`config.mk`:
```
export PLATFORM = sky130hd
export DESIGN_NAME = keyed_table_min_max_tracker_top
export DESIGN_NICKNAME = d
export VERILOG_FILES = /design/src/design/ktmm_pkg.sv /design/src/design/ktmm_ram.sv /design/src/design/ktmm_ctrl.sv /design/src/design/ktmm_dpath.sv /design/src/design/keyed_table_min_max_tracker_top.sv
export SDC_FILE = /design/constraint.sdc
export NUM_CORES = 2
export LEC_CHECK = 0
export BUFFER_PORTS_ARGS = -buffer_cell sky130_fd_sc_hd__buf_2
export CAP_MARGIN = 10
export CORE_AREA = 2 2 569 685
export CTS_CLUSTER_DIAMETER = 80
export DETAILED_ROUTE_END_ITERATION = 12
export DIE_AREA = 0 0 571 687
export HOLD_SLACK_MARGIN = 0.1
export PLACE_DENSITY = 0.71
export SLEW_MARGIN = 25
export SYNTH_ARGS = -nofsm -noshare
export SYNTH_HDL_FRONTEND = slang
export SYNTH_HIERARCHICAL = 1
export SYNTH_MEMORY_MAX_BITS = 65536
export SYNTH_SLANG_ARGS = --single-unit
```
`constraint.sdc`:
```
create_clock -name clk -period 8.3 [get_ports clk]
set_input_delay 1.66 -clock clk [delete_from_list [all_inputs] [get_ports clk]]
set_output_delay 1.66 -clock clk [all_outputs]
set_load 0.005 [all_outputs]
```
`src/design/ktmm_pkg.sv`:
```
// Shared types and constants of the keyed table min/max tracker.
package ktmm_pkg;

	localparam int KEY_W   = 32;
	localparam int VALUE_W = 32;
	localparam int WORD_W  = 1 + KEY_W + VALUE_W;

	typedef enum logic [1:0] {
		OP_SET   = 2'd0,
		OP_ERASE = 2'd1,
		OP_CLEAR = 2'd2,
		OP_NOP   = 2'd3
	} opcode_t;

	typedef enum logic [1:0] {
		ERR_OK   = 2'd0,
		ERR_MISS = 2'd1,
		ERR_FULL = 2'd2
	} err_t;

	localparam logic CFG_MODE_IDX = 1'b0;

	typedef struct packed {
		logic [1:0]                opcode;
		logic [KEY_W-1:0]          entry_key;
		logic signed [VALUE_W-1:0] entry_value;
	} item_t;

	typedef struct packed {
		logic [KEY_W-1:0]          top_key;
		logic signed [VALUE_W-1:0] top_value;
		logic                      is_empty;
		logic [1:0]                error_code;
	} result_t;

	typedef struct packed {
		logic capture;
		logic addr_clr;
		logic addr_inc;
		logic rd_en;
		logic wr_clr;
		logic find_en;
		logic rescan_init;
		logic rescan_en;
		logic apply;
		logic clear_table;
		logic result_en;
	} cmd_t;

	typedef struct packed {
		logic issue_end;
		logic sweep_last;
		logic scan_done;
		logic need_rescan;
	} status_t;

endpackage

```
`src/design/ktmm_ram.sv`:
```
// Generic single-port-write, single-port-read RAM with registered read data.
module ktmm_ram #(
	parameter int WIDTH = 8,
	parameter int DEPTH = 16
) (
	input  logic                     clk,
	input  logic                     we,
	input  logic [$clog2(DEPTH)-1:0] waddr,
	input  logic [WIDTH-1:0]         wdata,
	input  logic                     re,
	input  logic [$clog2(DEPTH)-1:0] raddr,
	output logic [WIDTH-1:0]         rdata
);

	logic [WIDTH-1:0] mem_q [DEPTH];

	always_ff @(posedge clk) begin
		if (we) begin
			mem_q[waddr] <= wdata;
		end
		if (re) begin
			rdata <= mem_q[raddr];
		end
	end

endmodule

```
`src/design/ktmm_ctrl.sv`:
```
// Controller state machine: sequences clearing sweeps, key search, update and rescans.
module ktmm_ctrl (
	input  logic               clk,
	input  logic               arst_n,
	input  logic               start,
	input  logic [1:0]         opcode,
	input  logic               cfg_we,
	input  ktmm_pkg::status_t  status,
	output logic               busy,
	output ktmm_pkg::cmd_t     cmd
);

	typedef enum logic [6:0] {
		ST_INIT   = 7'b0000001,
		ST_IDLE   = 7'b0000010,
		ST_FIND   = 7'b0000100,
		ST_APPLY  = 7'b0001000,
		ST_RESCAN = 7'b0010000,
		ST_CLEAR  = 7'b0100000,
		ST_REPLY  = 7'b1000000
	} state_t;

	state_t state_q, state_d;
	logic   cfg_scan_q, cfg_scan_d;

	assign busy = (state_q != ST_IDLE) | cfg_we;

	always_comb begin
		state_d    = state_q;
		cfg_scan_d = cfg_scan_q;
		cmd        = '0;
		unique case (state_q)
			ST_INIT: begin
				cmd.wr_clr   = 1'b1;
				cmd.addr_inc = 1'b1;
				if (status.sweep_last) begin
					cmd.addr_clr = 1'b1;
					state_d      = ST_IDLE;
				end
			end
			ST_IDLE: begin
				if (cfg_we) begin
					cmd.rescan_init = 1'b1;
					cmd.addr_clr    = 1'b1;
					cfg_scan_d      = 1'b1;
					state_d         = ST_RESCAN;
				end else if (start) begin
					cmd.capture  = 1'b1;
					cmd.addr_clr = 1'b1;
					cfg_scan_d   = 1'b0;
					unique case (ktmm_pkg::opcode_t'(opcode))
						ktmm_pkg::OP_SET,
						ktmm_pkg::OP_ERASE: state_d = ST_FIND;
						ktmm_pkg::OP_CLEAR: begin
							cmd.clear_table = 1'b1;
							state_d         = ST_CLEAR;
						end
						default: state_d = ST_REPLY;
					endcase
				end
			end
			ST_FIND: begin
				cmd.find_en  = 1'b1;
				cmd.rd_en    = ~status.issue_end;
				cmd.addr_inc = ~status.issue_end;
				if (status.scan_done) begin
					state_d = ST_APPLY;
				end
			end
			ST_APPLY: begin
				cmd.apply = 1'b1;
				if (status.need_rescan) begin
					cmd.rescan_init = 1'b1;
					cmd.addr_clr    = 1'b1;
					state_d         = ST_RESCAN;
				end else begin
					state_d = ST_REPLY;
				end
			end
			ST_RESCAN: begin
				// a further mode write restarts the sweep under the new mode
				if (cfg_we && cfg_scan_q) begin
					cmd.rescan_init = 1'b1;
					cmd.addr_clr    = 1'b1;
				end else begin
					cmd.rescan_en = 1'b1;
					cmd.rd_en     = ~status.issue_end;
					cmd.addr_inc  = ~status.issue_end;
					if (status.scan_done) begin
						state_d = cfg_scan_q ? ST_IDLE : ST_REPLY;
					end
				end
			end
			ST_CLEAR: begin
				cmd.wr_clr   = 1'b1;
				cmd.addr_inc = 1'b1;
				if (status.sweep_last) begin
					state_d = ST_REPLY;
				end
			end
			ST_REPLY: begin
				cmd.result_en = 1'b1;
				state_d       = ST_IDLE;
			end
			default: state_d = ST_INIT;
		endcase
	end

	always_ff @(posedge clk or negedge arst_n) begin
		if (!arst_n) begin
			state_q    <= ST_INIT;
			cfg_scan_q <= 1'b0;
		end else begin
			state_q    <= state_d;
			cfg_scan_q <= cfg_scan_d;
		end
	end

endmodule

```
`src/design/ktmm_dpath.sv`:
```
// Datapath: slot memory, scan pipeline, search and top-entry tracking, result register.
module ktmm_dpath #(
	parameter int TABLE_DEPTH = 64
) (
	input  logic               clk,
	input  logic               arst_n,
	input  ktmm_pkg::cmd_t     cmd,
	input  ktmm_pkg::item_t    item,
	input  logic               mode_we,
	input  logic               mode_wdata,
	output logic               mode,
	output ktmm_pkg::status_t  status,
	output logic               done,
	output ktmm_pkg::result_t  result
);

	localparam int AW = (TABLE_DEPTH > 1) ? $clog2(TABLE_DEPTH) : 1;
	localparam int CW = $clog2(TABLE_DEPTH + 1);
	localparam int KW = ktmm_pkg::KEY_W;
	localparam int VW = ktmm_pkg::VALUE_W;

	logic [CW-1:0]          addr_q;
	logic [CW-1:0]          count_q;
	logic                   rd_valid_s1;
	logic [AW-1:0]          rd_addr_s1;
	logic [1:0]             op_q;
	logic [KW-1:0]          key_q;
	logic signed [VW-1:0]   val_q;
	logic                   mode_q;
	logic [KW-1:0]          best_key_q;
	logic signed [VW-1:0]   best_val_q;
	logic                   best_found_q;
	logic                   match_q;
	logic [AW-1:0]          match_idx_q;
	logic                   free_q;
	logic [AW-1:0]          free_idx_q;
	logic [1:0]             err_q;

	logic                   ram_we;
	logic [AW-1:0]          ram_waddr;
	logic [ktmm_pkg::WORD_W-1:0] ram_wdata;
	logic [ktmm_pkg::WORD_W-1:0] ram_rdata;
	logic                   r_valid;
	logic [KW-1:0]          r_key;
	logic signed [VW-1:0]   r_val;

	logic                   is_set;
	logic                   is_erase;
	logic                   slot_ok;
	logic [AW-1:0]          slot_idx;
	logic                   was_empty;
	logic                   is_top;
	logic                   best_beats_new;
	logic                   take_scan;

	function automatic logic better(input logic m, input logic signed [VW-1:0] a,
		input logic signed [VW-1:0] b);
		return m ? (a > b) : (a < b);
	endfunction

	assign mode = mode_q;

	assign {r_valid, r_key, r_val} = ram_rdata;

	assign is_set         = (op_q == ktmm_pkg::OP_SET);
	assign is_erase       = (op_q == ktmm_pkg::OP_ERASE);
	assign slot_ok        = match_q | free_q;
	assign slot_idx       = match_q ? match_idx_q : free_idx_q;
	assign was_empty      = (count_q == '0);
	assign is_top         = ~was_empty & (key_q == best_key_q);
	assign best_beats_new = better(mode_q, best_val_q, val_q);
	assign take_scan      = r_valid & (~best_found_q | better(mode_q, r_val, best_val_q) |
		((r_val == best_val_q) & (r_key > best_key_q)));

	always_comb begin
		status.issue_end   = (addr_q == CW'(TABLE_DEPTH));
		status.sweep_last  = (addr_q == CW'(TABLE_DEPTH - 1));
		status.scan_done   = rd_valid_s1 & (rd_addr_s1 == AW'(TABLE_DEPTH - 1));
		status.need_rescan = (is_set & slot_ok & ~was_empty & is_top & best_beats_new) |
			(is_erase & match_q & ((key_q == best_key_q) | (count_q == CW'(1))));
	end

	always_comb begin
		ram_we    = 1'b0;
		ram_waddr = addr_q[AW-1:0];
		ram_wdata = '0;
		if (cmd.wr_clr) begin
			ram_we = 1'b1;
		end else if (cmd.apply) begin
			ram_waddr = slot_idx;
			ram_we    = (is_set & slot_ok) | (is_erase & match_q);
			ram_wdata = {is_set, key_q, val_q};
		end
	end

	ktmm_ram #(
		.WIDTH(ktmm_pkg::WORD_W),
		.DEPTH(TABLE_DEPTH)
	) u_slots (
		.clk   (clk),
		.we    (ram_we),
		.waddr (ram_waddr),
		.wdata (ram_wdata),
		.re    (cmd.rd_en),
		.raddr (addr_q[AW-1:0]),
		.rdata (ram_rdata)
	);

	// control registers
	always_ff @(posedge clk or negedge arst_n) begin
		if (!arst_n) begin
			addr_q       <= '0;
			count_q      <= '0;
			rd_valid_s1  <= 1'b0;
			mode_q       <= 1'b0;
			best_key_q   <= '0;
			best_val_q   <= '0;
			best_found_q <= 1'b0;
			match_q      <= 1'b0;
			free_q       <= 1'b0;
			done         <= 1'b0;
		end else begin
			rd_valid_s1 <= cmd.rd_en;
			done        <= cmd.result_en;
			if (mode_we) begin
				mode_q <= mode_wdata;
			end
			if (cmd.addr_clr) begin
				addr_q <= '0;
			end else if (cmd.addr_inc) begin
				addr_q <= addr_q + CW'(1);
			end
			if (cmd.capture) begin
				match_q <= 1'b0;
				free_q  <= 1'b0;
			end else if (cmd.find_en && rd_valid_s1) begin
				if (r_valid && (r_key == key_q) && !match_q) begin
					match_q <= 1'b1;
				end
				if (!r_valid && !free_q) begin
					free_q <= 1'b1;
				end
			end
			if (cmd.clear_table) begin
				count_q      <= '0;
				best_key_q   <= '0;
				best_val_q   <= '0;
				best_found_q <= 1'b0;
			end else if (cmd.rescan_init) begin
				best_key_q   <= '0;
				best_val_q   <= '0;
				best_found_q <= 1'b0;
			end else if (cmd.rescan_en && rd_valid_s1 && take_scan) begin
				best_key_q   <= r_key;
				best_val_q   <= r_val;
				best_found_q <= 1'b1;
			end
			if (cmd.apply) begin
				if (is_set && slot_ok) begin
					if (!match_q) begin
						count_q <= count_q + CW'(1);
					end
					if (was_empty || !best_beats_new) begin
						best_key_q   <= key_q;
						best_val_q   <= val_q;
						best_found_q <= 1'b1;
					end
				end else if (is_erase && match_q) begin
					count_q <= count_q - CW'(1);
				end
			end
		end
	end

	// payload registers
	always_ff @(posedge clk) begin
		rd_addr_s1 <= addr_q[AW-1:0];
		if (cmd.capture) begin
			op_q  <= item.opcode;
			key_q <= item.entry_key;
			val_q <= item.entry_value;
			err_q <= ktmm_pkg::ERR_OK;
		end
		if (cmd.find_en && rd_valid_s1) begin
			if (r_valid && (r_key == key_q) && !match_q) begin
				match_idx_q <= rd_addr_s1;
			end
			if (!r_valid && !free_q) begin
				free_idx_q <= rd_addr_s1;
			end
		end
		if (cmd.apply) begin
			if (is_set && !slot_ok) begin
				err_q <= ktmm_pkg::ERR_FULL;
			end else if (is_erase && !match_q) begin
				err_q <= ktmm_pkg::ERR_MISS;
			end
		end
		if (cmd.result_en) begin
			result.top_key    <= was_empty ? '0 : best_key_q;
			result.top_value  <= was_empty ? '0 : best_val_q;
			result.is_empty   <= was_empty;
			result.error_code <= err_q;
		end
	end

endmodule

```
`src/design/keyed_table_min_max_tracker_top.sv`:
```
// Top level of the keyed table min/max tracker: APB register, controller and datapath.
//
// Keeps up to TABLE_DEPTH keyed entries in one RAM and reports the top entry (smallest
// value, or largest when mode_max is set) after each item. An item is taken when start is
// high and busy is low; its result appears on result with done high for one cycle and
// cannot be stalled. Every scan walks the slot RAM one entry per cycle: a set or erase
// searches the table, then rescans it when the top entry has to be rescanned (erase of the
// top, or the top overwritten with a worse value); clear sweeps every slot and the unused
// opcode 3 goes straight to its result. After reset a clearing pass runs with busy high,
// and a write of mode_max holds busy for a rescan.
module keyed_table_min_max_tracker_top #(
	parameter int TABLE_DEPTH = 64
) (
	input  logic              clk,
	input  logic              arst_n,
	input  logic              start,
	output logic              busy,
	input  ktmm_pkg::item_t   item,
	output logic              done,
	output ktmm_pkg::result_t result,
	input  logic              psel,
	input  logic              penable,
	input  logic              pwrite,
	input  logic [2:0]        paddr,
	input  logic [31:0]       pwdata,
	output logic [31:0]       prdata,
	output logic              pready
);

	ktmm_pkg::cmd_t    cmd;
	ktmm_pkg::status_t status;
	logic              mode;
	logic              cfg_we;

	assign pready = 1'b1;
	assign cfg_we = psel & penable & pwrite & (paddr[2] == ktmm_pkg::CFG_MODE_IDX);
	assign prdata = (paddr[2] == ktmm_pkg::CFG_MODE_IDX) ? {31'd0, mode} : 32'd0;

	ktmm_ctrl u_ctrl (
		.clk    (clk),
		.arst_n (arst_n),
		.start  (start),
		.opcode (item.opcode),
		.cfg_we (cfg_we),
		.status (status),
		.busy   (busy),
		.cmd    (cmd)
	);

	ktmm_dpath #(
		.TABLE_DEPTH(TABLE_DEPTH)
	) u_dpath (
		.clk        (clk),
		.arst_n     (arst_n),
		.cmd        (cmd),
		.item       (item),
		.mode_we    (cfg_we),
		.mode_wdata (pwdata[0]),
		.mode       (mode),
		.status     (status),
		.done       (done),
		.result     (result)
	);

endmodule
```
==> results.md <==
* Status: finished, final reports clean
* Synth-to-layout area growth at 12.08%
* Cells on Worst Hold Path at 0
* P per Cell Area at 220.5 mW/mm^2
* Nets@finish at 8485
* # Post-CTS Setup Buffers at 0
* Dpl hpwl at 257.8 mm
* Place WS at 2.133 ns
* Synth Warn # at 6
* Gate power share at 0.2%
* Hold Path Sink: u_dpath/result[0]
* #FFs+latches synth at 4470
* Fmax at 155.0 MHz
* H-tree Lvls at 5
* Tot Pwr at 42.74 mW
* Worst slew pin tran at 1.216 ns
* Skew final at 0.06122 ns
* WL final at 470.1 mm
* Final period util at 77.71%
* Critical Path Source Type: flop
* CP Class: flop to flop
* Main synth FF type: edfxtp_1
* I/O Buffers at 143
* Worst-Skew Late Latency at 0.96 ns
* Sum Neg Setup Slack at 0 ns
* Reg2reg end: u_dpath/u_slots/mem_q[15][27]
* CTS tree: yes
* CP max FO at 28
* Synth unique cells at 79
* Placed cell count at 13040
* Largest net degree at the start of global routing at 130
* Fin crit period at 6.450 ns
* TritonRoute pass-1 iters at 5
* Num CTS Buffers at 397
* Post-synthesis sequential area ratio at 77.29%
* # setup viols final at 0
* WL per Instance at 34.13 um
* Mean Syn Cell Area at 21.87 um^2
* Root Buffer Master: clkbuf_16
* FF-to-FF path depth at 10
* Largest family of logic cells by synthesized area: multiplexers
* Core Footprint at 0.3851 mm^2
* Internal power at 34.58 mW
* Hold WC Path Type: flop to flop
* Net Sw Frac at 19.09%
* Critical path arrival at 6.99 ns
* Post-Layout Inst Area at 0.1939 mm^2
* Ys async rst share at 2.058%
* Layout cells sized above 1 at 25.57%
* Final GP Congestion at 0.8944
* Mapped Area at 0.1730 mm^2
* Antenna violation net count after detailed routing at 0
* Mux contribution to synthesized area at 14.56%
* Longest Clk Path Bufs at 4
* Critical path required time at 8.84 ns
* DR DRC count at 0
* Post-Synth Simple-Gate Area at 2.025%
* PostCTS Resize Cnt at 0
* RSZ-0062 raised after global routing: no
* Placed cell area at 0.1809 mm^2
* Die Height at 687 um
* Grt total ovfl at 0
* Post-route setup slack at 1.850 ns
* Via/cell ratio at 6.331
* Starting density of the core at 44.92%
* P_sw at 8.158 mW
* Clk slew on worst S/H paths at 0.07 ns
* CP Capture Type: flop
* Number of global-route vias before repair at 86690
* Clock power share at 42.8%
* Initial antenna violation count at 22
* Worst hold start: u_dpath/err_q[0]
* P_leak at 48.62 nW
* Cts hold-fix bufs at 0
* Clock Sinks at 4470
* First-pass GRT wire length at 657.9 mm
* Max-slew violation count at 0
* Number of placement rows at 250
* EDFF count, synth at 4370
* Reported max-cap violation count at 0
* Syn Inst Count at 7908
* Rel. slew slack at 18.23%
* Seq pwr share at 57.1%
* Die span in x at 571 um
* Fraction of the mapped netlist area in adder cells at 0.7379%
* Peak supply drop at 178.8 uV
* Setup slack, reg-to-reg at 1.85 ns
* Worst hold slack at 0.4366 ns
* Initial DRC count at 13430
* IO Count at 209
* Post-Route Utilization at 50.34%
* Die area at 0.3923 mm^2
* Synth Area in XOR/XNOR at 0.3646%
* Compound-cell area share of the yosys netlist at 3.323%
* Gr usage total at 23.75%
* Worst reg2reg startpoint: u_ctrl/state_q[1]
* Final hold violation count at 0
* Post-Layout Cell Count at 13780
* Vias at 87210
how the worst max path moves through the flow:
stage | depth (start not counted) | startpoint | end | slack [ns]
finish | 10 | u_ctrl/state_q[1] | u_dpath/u_slots/mem_q[15][27] | 1.85
CTS | 10 | u_ctrl/state_q[1] | u_dpath/u_slots/mem_q[15][27] | 2.03
global route | 10 | u_ctrl/state_q[1] | u_dpath/u_slots/mem_q[15][27] | 1.67
global placement | 10 | u_ctrl/state_q[2] | u_dpath/u_slots/mem_q[15][28] | 2.28
floorplan | 9 | psel | u_dpath/addr_q[5] | 0.39
detailed placement | 10 | u_ctrl/state_q[1] | u_dpath/u_slots/mem_q[13][53] | 2.13
registers in the layout (all words and copies together) (netlist names), 2 cells and up:
signal and count:
u_dpath/op_q 2, u_dpath/err_q 2, u_dpath/match_idx_q 6, u_dpath/val_q 32
u_dpath/result 67, u_dpath/u_slots/mem_q 4160, u_dpath/key_q 32, u_dpath/best_key_q 32
u_ctrl/state_q 7, u_dpath/addr_q 7, u_dpath/count_q 7, u_dpath/free_idx_q 6
u_dpath/rd_addr_s1 6, u_dpath/u_slots/rdata 65, u_dpath/best_val_q 32
logic make-up (layout without fill, tap and decap cells):
logic type	count (synthesis)	count (layout)
DFF	4470	4470
muxes	1216	1216
AOI/OAI and AO/OA	766	766
and+or+nand+nor	712	712
buffers and inverters	568	1221
adders and majority gates	102	102
xor gates and xnor gates	72	72
other	2	50
worst max-delay path, cell delays in order (launching register included):
cell and delay (ns):
dfrtp_1 0.44, nor4_1 0.49, nand3_1 0.18, inv_1 0.29
nor2b_4 0.86, buf_4 0.49, nor2_1 0.07, a21oi_1 0.36
nand4_1 0.95, nor2_4 1.21, buf_4 0.58
area by class of cell:
class / instances / area, um^2
Sequential cell: 4470 / 133700
Tap cell: 5166 / 6464
Clock buffer: 485 / 10450
Antenna cell: 18 / 45.04
Multi-Input combinational cell: 2900 / 37190
Fill cell: 29530 / 191200
Inverter: 117 / 442.9
Timing Repair Buffer: 390 / 3322
Clock inverter: 229 / 2231
layout by cell type, fill, tap and decap left out, drive strengths merged, types with 27 or more instances in the layout:
cell type / count
buf: 390
and2: 69
nor2: 218
nand3: 137
a22oi: 262
clkbuf: 485
mux2i: 174
ha: 102
bufinv: 39
nand4: 37
mux4: 1040
edfxtp: 4370
o22ai: 134
a21oi: 54
o221ai: 47
nand2: 120
nand3b: 27
inv: 131
xor2: 49
clkinv: 155
o21ai: 88
conb: 32
dfrtp: 91
a211oi: 68
o211a: 65
synthesized netlist by cell type (all sizes together), types with 5 or more instances:
| library cell | instances | area share [%] |
|---|---|---|
| nor2b | 22 | 0.080 |
| o211ai | 7 | 0.030 |
| a21oi | 54 | 0.16 |
| xor2 | 49 | 0.25 |
| a211oi | 68 | 0.30 |
| nor3 | 15 | 0.046 |
| ha | 102 | 0.74 |
| inv | 117 | 0.25 |
| edfxtp | 4370 | 76 |
| nand3b | 27 | 0.12 |
| buf | 312 | 1.1 |
| xnor2 | 23 | 0.12 |
| dfrtp | 91 | 1.3 |
| nor2 | 218 | 0.47 |
| and2 | 69 | 0.25 |
| o211a | 65 | 0.38 |
| nand2b | 21 | 0.076 |
| dfxtp | 8 | 0.093 |
| o21ai | 88 | 0.38 |
| o22ai | 134 | 0.49 |
| o221ai | 47 | 0.24 |
| nand2 | 120 | 0.26 |
| nand3 | 137 | 0.40 |
| nor4 | 21 | 0.076 |
| clkbuf | 139 | 0.30 |
| a22oi | 262 | 1.1 |
| a21o | 5 | 0.022 |
| nand4 | 37 | 0.14 |
| mux4 | 1040 | 14 |
| mux2i | 174 | 1.0 |
power by group through the flow:
stage / registers (mW) / logic, mW / clock network (mW)
CTS: 24.4 / 0.0658 / 18.5
global placement: 24.9 / 0.0640 / 0
finish: 24.4 / 0.0674 / 18.3
detailed placement: 24.9 / 0.0651 / 0
floorplan: 24.9 / 0.0227 / 0
global route: 24.4 / 0.0712 / 19.3
per-layer routing:
metal | up-vias | wire length [um] | GRT usage (%)
met5 | - | 75 | 0
li1 | 33980 | - | -
met1 | 46310 | 165400 | 30.89
met4 | 12 | 24280 | 10.78
met3 | 999 | 52590 | 4.866
met2 | 5911 | 227800 | 38.65
Power figures use the tool's default switching activity.
